--- src/rtl/pwd_pkg.sv ---
`timescale 1ns / 1ps
// ----------------------------------------------------------------------------
// pwd_pkg
// Shared widths and defaults for the pairwise distance stream.
// ----------------------------------------------------------------------------
package pwd_pkg;

  localparam int MaxPointsDef = 8;

  localparam int CoordW = 24;               // signed Q12.12 coordinate
  localparam int PointW = 3 * CoordW;       // stored point {z, y, x}
  localparam int MagW   = CoordW;           // |a - b| fits in 24 bits
  localparam int SqW    = 2 * MagW;         // one squared difference
  localparam int SumW   = SqW + 2;          // sum of three squares
  localparam int DistW  = SumW / 2;         // floor of the square root
  localparam int IdxW   = 3;                // reported point index

  localparam int SqrtSteps = SumW / 2;
  localparam int StepW     = $clog2(SqrtSteps);
  localparam int RemW      = DistW + 3;

  localparam int InDataW  = 72;
  localparam int OutDataW = 32;

endpackage

--- src/rtl/pwd_ram.sv ---
`timescale 1ns / 1ps
// ----------------------------------------------------------------------------
// pwd_ram
// Simple dual-port RAM: one write port, one read port with registered data.
// ----------------------------------------------------------------------------
module pwd_ram #(
  parameter int Width = 8,
  parameter int Depth = 8
) (
  input  logic                     clk,
  input  logic                     we,
  input  logic [$clog2(Depth)-1:0] waddr,
  input  logic [Width-1:0]         wdata,
  input  logic                     re,
  input  logic [$clog2(Depth)-1:0] raddr,
  output logic [Width-1:0]         rdata
);

  logic [Width-1:0] mem [Depth];

  always_ff @(posedge clk) begin
    if (we) begin
      mem[waddr] <= wdata;
    end
    if (re) begin
      rdata <= mem[raddr];
    end
  end

endmodule

--- src/rtl/pwd_isqrt.sv ---
`timescale 1ns / 1ps
// ----------------------------------------------------------------------------
// pwd_isqrt
// Iterative integer square root, one result bit per cycle.
// ----------------------------------------------------------------------------
module pwd_isqrt (
  input  logic                       clk,
  input  logic                       rst,
  input  logic                       start,
  input  logic [pwd_pkg::SumW-1:0]   radicand,
  output logic                       done,
  output logic [pwd_pkg::DistW-1:0]  root
);

  logic [pwd_pkg::SumW-1:0]  rad;
  logic [pwd_pkg::RemW-1:0]  rem;
  logic [pwd_pkg::StepW-1:0] cnt;
  logic                      busy;

  logic [pwd_pkg::RemW-1:0]  rem_sh;
  logic [pwd_pkg::RemW-1:0]  trial;
  logic                      ge;

  // bring in the next two radicand bits, try root*4+1
  assign rem_sh = {rem[pwd_pkg::RemW-3:0], rad[pwd_pkg::SumW-1 -: 2]};
  assign trial  = pwd_pkg::RemW'({root, 2'b01});
  assign ge     = (rem_sh >= trial);

  always_ff @(posedge clk) begin
    if (rst) begin
      busy <= 1'b0;
      done <= 1'b0;
    end else begin
      done <= 1'b0;
      if (start) begin
        busy <= 1'b1;
        rad  <= radicand;
        rem  <= '0;
        root <= '0;
        cnt  <= pwd_pkg::StepW'(pwd_pkg::SqrtSteps - 1);
      end else if (busy) begin
        rad  <= {rad[pwd_pkg::SumW-3:0], 2'b00};
        rem  <= ge ? (rem_sh - trial) : rem_sh;
        root <= {root[pwd_pkg::DistW-2:0], ge};
        cnt  <= cnt - 1'b1;
        if (cnt == '0) begin
          busy <= 1'b0;
          done <= 1'b1;
        end
      end
    end
  end

endmodule

--- src/rtl/pairwise_distance_stream.sv ---
`timescale 1ns / 1ps
// ----------------------------------------------------------------------------
// pairwise_distance_stream
// Euclidean distance from each arriving 3-D point to every earlier point.
// ----------------------------------------------------------------------------
// Input channel s_*: one point per item, x/y/z in signed Q12.12, s_tuser set
// on the first point of a set. Each point that fits is written to the RAM; then
// the block reads back the earlier points of the set, oldest first, and
// sends one item per pair on m_*: floored distance (Q13.12), new and old
// index, m_tlast on the final pair of that point. The first point of a set
// gives no output. A point arriving on a full store is dropped and answered
// by one item with m_tuser (overflow) and m_tlast set.
// s_tready is high only while no point is in work; each distance runs through
// RAM read, difference, square, sum, the bit-serial square root including its
// done step, and output load, so a point with n earlier points holds the input
// until all n distances are loaded. The square root unit sets the pace.
// The output register decouples the sides; if m_tready stays low, the next
// distance waits at the output load step and the block holds.
// Reset clears the point count and the output valid; stored points are
// not cleared and are never read before being written.
// ----------------------------------------------------------------------------
module pairwise_distance_stream #(
  parameter int MAX_POINTS = pwd_pkg::MaxPointsDef
) (
  input  logic                          clk,
  input  logic                          rst,
  input  logic                          s_tvalid,
  output logic                          s_tready,
  // coord_x [23:0], coord_y [47:24], coord_z [71:48]
  input  logic [pwd_pkg::InDataW-1:0]   s_tdata,
  // first_point [0]
  input  logic                          s_tuser,
  output logic                          m_tvalid,
  input  logic                          m_tready,
  // distance [24:0], new_index [27:25], old_index [30:28], zero [31]
  output logic [pwd_pkg::OutDataW-1:0]  m_tdata,
  // last_in_run
  output logic                          m_tlast,
  // overflow [0]
  output logic                          m_tuser
);

  localparam int AW = $clog2(MAX_POINTS);
  localparam int CW = $clog2(MAX_POINTS + 1);

  typedef enum logic [6:0] {
    IDLE = 7'b0000001,
    RD   = 7'b0000010,
    DIF  = 7'b0000100,
    MUL  = 7'b0001000,
    SUM  = 7'b0010000,
    ROOT = 7'b0100000,
    PUSH = 7'b1000000
  } state_t;

  state_t state;

  logic [CW-1:0] count;
  logic [AW-1:0] n;
  logic [AW-1:0] j;
  logic          ovf;

  logic signed [pwd_pkg::CoordW-1:0] px, py, pz;
  logic [pwd_pkg::MagW-1:0]          mx, my, mz;
  logic [pwd_pkg::SqW-1:0]           sqx, sqy, sqz;
  logic [pwd_pkg::DistW-1:0]         pair_dist;

  logic                              out_valid;
  logic [pwd_pkg::DistW-1:0]         out_dist;
  logic [pwd_pkg::IdxW-1:0]          out_new;
  logic [pwd_pkg::IdxW-1:0]          out_old;
  logic                              out_last;
  logic                              out_ovf;

  logic                              accept;
  logic                              full;
  logic [AW-1:0]                     n_in;
  logic                              ram_we;
  logic [pwd_pkg::PointW-1:0]        rdata;
  logic [pwd_pkg::SumW-1:0]          sum;
  logic                              sq_done;
  logic [pwd_pkg::DistW-1:0]         sq_root;
  logic                              last_pair;
  logic                              out_free;
  logic                              push;

  logic signed [pwd_pkg::CoordW:0]   dx, dy, dz;
  logic [pwd_pkg::MagW-1:0]          ax, ay, az;

  assign s_tready = (state == IDLE);
  assign accept   = s_tvalid && s_tready;
  assign full     = !s_tuser && (count == CW'(MAX_POINTS));
  assign n_in     = s_tuser ? '0 : count[AW-1:0];
  assign ram_we   = accept && !full;

  pwd_ram #(
    .Width (pwd_pkg::PointW),
    .Depth (MAX_POINTS)
  ) u_store (
    .clk   (clk),
    .we    (ram_we),
    .waddr (n_in),
    .wdata (s_tdata[pwd_pkg::PointW-1:0]),
    .re    (state == RD),
    .raddr (j),
    .rdata (rdata)
  );

  // differences against the stored point, magnitude only
  always_comb begin
    dx = {px[pwd_pkg::CoordW-1], px}
       - {rdata[pwd_pkg::CoordW-1], rdata[pwd_pkg::CoordW-1:0]};
    dy = {py[pwd_pkg::CoordW-1], py}
       - {rdata[2*pwd_pkg::CoordW-1], rdata[2*pwd_pkg::CoordW-1:pwd_pkg::CoordW]};
    dz = {pz[pwd_pkg::CoordW-1], pz}
       - {rdata[3*pwd_pkg::CoordW-1], rdata[3*pwd_pkg::CoordW-1:2*pwd_pkg::CoordW]};
    ax = dx[pwd_pkg::CoordW] ? pwd_pkg::MagW'(-dx) : pwd_pkg::MagW'(dx);
    ay = dy[pwd_pkg::CoordW] ? pwd_pkg::MagW'(-dy) : pwd_pkg::MagW'(dy);
    az = dz[pwd_pkg::CoordW] ? pwd_pkg::MagW'(-dz) : pwd_pkg::MagW'(dz);
  end

  assign sum = pwd_pkg::SumW'(sqx) + pwd_pkg::SumW'(sqy) + pwd_pkg::SumW'(sqz);

  pwd_isqrt u_isqrt (
    .clk      (clk),
    .rst      (rst),
    .start    (state == SUM),
    .radicand (sum),
    .done     (sq_done),
    .root     (sq_root)
  );

  assign last_pair = ((j + AW'(1)) == n);
  assign out_free  = !out_valid || m_tready;
  assign push      = (state == PUSH) && out_free;

  always_ff @(posedge clk) begin
    if (rst) begin
      state     <= IDLE;
      count     <= '0;
      out_valid <= 1'b0;
    end else begin
      // load a new item, or drop the one just taken
      out_valid <= push || (out_valid && !m_tready);
      unique case (state)
        IDLE: begin
          if (accept) begin
            if (full) begin
              ovf   <= 1'b1;
              state <= PUSH;
            end else begin
              ovf   <= 1'b0;
              n     <= n_in;
              j     <= '0;
              count <= CW'(n_in) + CW'(1);
              px    <= s_tdata[pwd_pkg::CoordW-1:0];
              py    <= s_tdata[2*pwd_pkg::CoordW-1:pwd_pkg::CoordW];
              pz    <= s_tdata[3*pwd_pkg::CoordW-1:2*pwd_pkg::CoordW];
              // the first point of a set has nothing to compare against
              state <= (n_in == '0) ? IDLE : RD;
            end
          end
        end
        RD: begin
          state <= DIF;
        end
        DIF: begin
          mx    <= ax;
          my    <= ay;
          mz    <= az;
          state <= MUL;
        end
        MUL: begin
          sqx   <= mx * mx;
          sqy   <= my * my;
          sqz   <= mz * mz;
          state <= SUM;
        end
        SUM: begin
          state <= ROOT;
        end
        ROOT: begin
          if (sq_done) begin
            pair_dist <= sq_root;
            state     <= PUSH;
          end
        end
        PUSH: begin
          if (out_free) begin
            if (ovf) begin
              out_dist <= '0;
              out_new  <= '0;
              out_old  <= '0;
              out_last <= 1'b1;
              out_ovf  <= 1'b1;
              state    <= IDLE;
            end else begin
              out_dist <= pair_dist;
              out_new  <= pwd_pkg::IdxW'(n);
              out_old  <= pwd_pkg::IdxW'(j);
              out_last <= last_pair;
              out_ovf  <= 1'b0;
              if (last_pair) begin
                state <= IDLE;
              end else begin
                j     <= j + AW'(1);
                state <= RD;
              end
            end
          end
        end
        default: begin
          state <= IDLE;
        end
      endcase
    end
  end

  assign m_tvalid = out_valid;
  assign m_tdata  = {1'b0, out_old, out_new, out_dist};
  assign m_tlast  = out_last;
  assign m_tuser  = out_ovf;

endmodule

--- config.mk ---
export PLATFORM = sky130hd
export DESIGN_NAME = pairwise_distance_stream
export DESIGN_NICKNAME = d
export VERILOG_FILES = /design/src/rtl/pwd_pkg.sv /design/src/rtl/pwd_ram.sv /design/src/rtl/pwd_isqrt.sv /design/src/rtl/pairwise_distance_stream.sv
export SDC_FILE = /design/constraint.sdc
export NUM_CORES = 2
export LEC_CHECK = 0
export BUFFER_PORTS_ARGS = -buffer_cell sky130_fd_sc_hd__buf_2
export CAP_MARGIN = 20
export CORE_UTILIZATION = 30
export CTS_CLUSTER_DIAMETER = 120
export DETAILED_ROUTE_END_ITERATION = 8
export SLEW_MARGIN = 30
export SYNTH_ARGS = -nofsm -noshare
export SYNTH_HDL_FRONTEND = slang
export SYNTH_SLANG_ARGS = --single-unit
--- constraint.sdc ---
create_clock -name clk -period 14.1 [get_ports clk]
set_input_delay 1.41 -clock clk [delete_from_list [all_inputs] [get_ports clk]]
set_output_delay 1.41 -clock clk [all_outputs]
set_load 0.02 [all_outputs]
==> results.md <==
* Status: complete, no violations
* Hold path depth at 0
* Initial antenna violation count at 25
* Fmax at around 120 MHz
* Crit Path Category: register to register
* Die ar. at roughly 330,000 um^2
* Setup repair bufs after CTS at 0
* DR vias at about 60k
* Worst Max-Slew Pin Slew at between 0.9 and 1 ns
* Post-detail-place hpwl at 169 mm
* Max Clock Skew at around 0.12 ns
* Warnings, synthesis at 0
* Vias per Instance at about 4.6
* Overall global routing resource usage at approximately 14%
* # clock sinks at roughly 1.1k
* Met2 Wirelength at around 110 mm
* Fin cells at roughly 13k
* Initial Utilization at around 30%
* Commonest non-fill, non-tap cells in the layout: inv_1, fa_1, edfxtp_1, ha_1, nand2_1
* Final setup violating endpoints at 0
* Startpoint types: register
* Highest Signal Layer: met5
* Top cells by area, synth: edfxtp_1, fa_1, ha_1
* Num CTS Buffers at roughly 140
* Drt initial violations at ~4k
* Met3 WL at about 12 mm
* Most used cell, CP: inv_1
* Synth Cell Area at 98,800 um^2
* H-tree depth at 4
* Hold Buf Count CTS at 0
* Layout cells sized above 1 at 7.77%
* Relative slew margins at approximately a third
* CP Max Fanout at 21
* Longest Clk Path Bufs at 4
* Sequential area share after synthesis at roughly 34%
* Fill cell count at 32.7k
* Largest net degree at the start of global routing at 142
* Overflow after GRT at 0
* Commonest non-fill, non-tap cell in the layout: inv_1
* Antenna Nets Post-Route at 0
* Power Density at 72.3 nW/um^2
* First-pass GRT wire length at around 360 mm
* Number of global-route vias before repair at ~64k
* LEAKAGE at 48.2 nW
* Maxcap violations at 0
* Sequential Area at 33,400 um^2
* Clk root buf: clkbuf_16
* Worst-path clk slew at ~0.060 ns
* TritonCTS clock tree: yes
* Minimum clock period at 8.19 ns
* Pre-antenna DRT Iters at 6
* Area leader, netlist: edfxtp_1
* Core Area at 327,000 um^2
* Avg Synthesized Cell Area at between 10 and 15 um^2
* Predominant post-synthesis flop cell: edfxtp_1
* Unique masters post-synth at a little under 100
* Top cell type's share of synthesized area at between 30 and 40%
* RSZ-0062 raised after global routing: false
* Syn Inst Count at 8,640
* Routability cong. at roughly 0.86
* Die H at about 580 um
* NumNets Final at roughly 11k
* Port Buffers at between 100 and 150
* Die X at 576 um
* Critical path's slowest cell: edfxtp_1
* Multi-input logic area at between 50,000 and 60,000 um^2
* Yosys reg bits at 1,118
* I/O Pins at between 100 and 150
* Wire length on met1 at between 100 and 150 mm
* CP arrival at around 8.7 ns
* Async SR Flop Fraction at 0%
* R2R cell count at 26
* Post-CTS Resized at 0
* Layout overhead on the synthesized area at 10.4%
* Worst setup EP type: register
* Total negative slack at 0 ns
* Tcrit/Tclk final at about three fifths
* Final Core Density at about a third
* VDD IR-drop max at between 0.09 and 0.1 mV
* Number of synthesized flops with an enable pin at between 1k and 1.5k
* Worst Hold Class: register to register
* Post-Route WL at ~230 mm
* Mean routed wirelength per cell at 17.1 um
* Row count at 210
* Endpoints failing hold at 0
* FF-to-FF setup slack at 5.91 ns
* CP required at approximately 15 ns
* Final slew viol count at 0
* DRC at 0
* Placed Instances at 12.9k
* Clock Latency Late Sink at just under 0.9 ns
* Max incr delay on CP at around 0.99 ns
==> path summary, 6_finish.rpt <==
check / end / startpoint
worst max register to register: sqy[36]$_DFFE_PP_ / my[8]$_DFFE_PP_
worst min-delay path: pair_dist[20]$_DFFE_PP_ / u_isqrt.root[20]$_SDFFCE_PN0P_
worst min register to register: pair_dist[20]$_DFFE_PP_ / u_isqrt.root[20]$_SDFFCE_PN0P_
worst max-delay path: sqy[36]$_DFFE_PP_ / my[8]$_DFFE_PP_
==> metrics by stage <==
stage / hold WS (ns) / cell area [um^2] / setup WS (ns) / power (mW)
after floorplan: 0.426 / 98800 / 1.01 / 4.37
after global routing: 0.452 / 109000 / 5.31 / 8.19
after global placement: 0.431 / 105000 / 5.96 / 4.59
after CTS: 0.448 / 109000 / 5.72 / 8.01
final: 0.447 / 109000 / 5.91 / 7.89
after detailed placement: 0.434 / 105000 / 5.87 / 4.59
==> worst max-delay path, delay by kind of cell (launching register included) <==
family	cells	cell delay, ns
DFF	1	0.99
adders and majority gates	8	3.92
and+or+nand+nor	2	0.32
buffers and inverters	8	0.76
xor gates and xnor gates	1	0.07
AOI/OAI and AO/OA	7	1.77
==> layer usage <==
layer | vias to the layer above | global-route usage [%]
met1 | 30500 | 18.7
met5 | - | 0
met2 | 1228 | 22.9
met4 | 28 | 3.61
li1 | 28200 | -
met3 | 313 | 2.15
==> where the power goes <==
part	switching [mW]	leakage [nW]	total [mW]	internal [mW]
combinational	0.439	36.0	0.752	0.313
sequential	0.0183	10.1	3.76	3.74
clock	1.44	2.04	3.38	1.94
total	1.89	48.2	7.89	6.00
==> cell usage after synthesis (all sizes together) (12+ instances only) <==
master,count
a21oi,303
buf,30
or3,25
a31oi,34
dfxtp,14
mux2,76
o21bai,42
clkbuf,243
fa,1317
nor3,54
nand2,658
xnor2,217
edfxtp,1104
ha,682
nor2b,85
mux4,144
nand3b,12
or2,19
a211o,18
o31ai,26
nand4,33
o21ai,222
a211oi,26
a2111oi,13
xor2,126
and2,360
o211ai,16
nand2b,42
o21a,31
a21o,156
nor2,256
inv,1942
nand3,93
and3,39
==> final cells by class <==
| cell class | count | share of cell area, % |
|---|---|---|
| Antenna cell | 5 | 0.0115 |
| Clock buffer | 168 | 3.27 |
| Clock inverter | 70 | 0.603 |
| Inverter | 1942 | 6.68 |
| Multi-Input combinational cell | 5310 | 52.4 |
| Sequential cell | 1118 | 30.6 |
| Tap cell | 4346 | 4.98 |
| Timing Repair Buffer | 217 | 1.40 |
==> logic make-up after synthesis <==
| group | share of synthesized area, % |
|---|---|
| adders and majority gates | 35.3 |
| buffers and inverters | 8.43 |
| AOI/OAI and AO/OA | 6.54 |
| muxes | 4.24 |
| other | 0.00379 |
| DFF | 33.8 |
| xor gates and xnor gates | 3.05 |
| and+or+nand+nor | 8.60 |
==> state kept, by name, summed over array words and instances, names as in the netlist, 4 cells and up <==
name	count
mx	24
pz	24
px	24
u_store.rdata	72
sqy	47
state	7
sqx	47
u_isqrt.root	25
u_isqrt.rem	26
count	4
my	24
u_store.mem	576
py	24
sqz	47
out_dist	25
pair_dist	25
u_isqrt.rad	50
u_isqrt.cnt	5
mz	24
(Power assumes the default switching activity.)
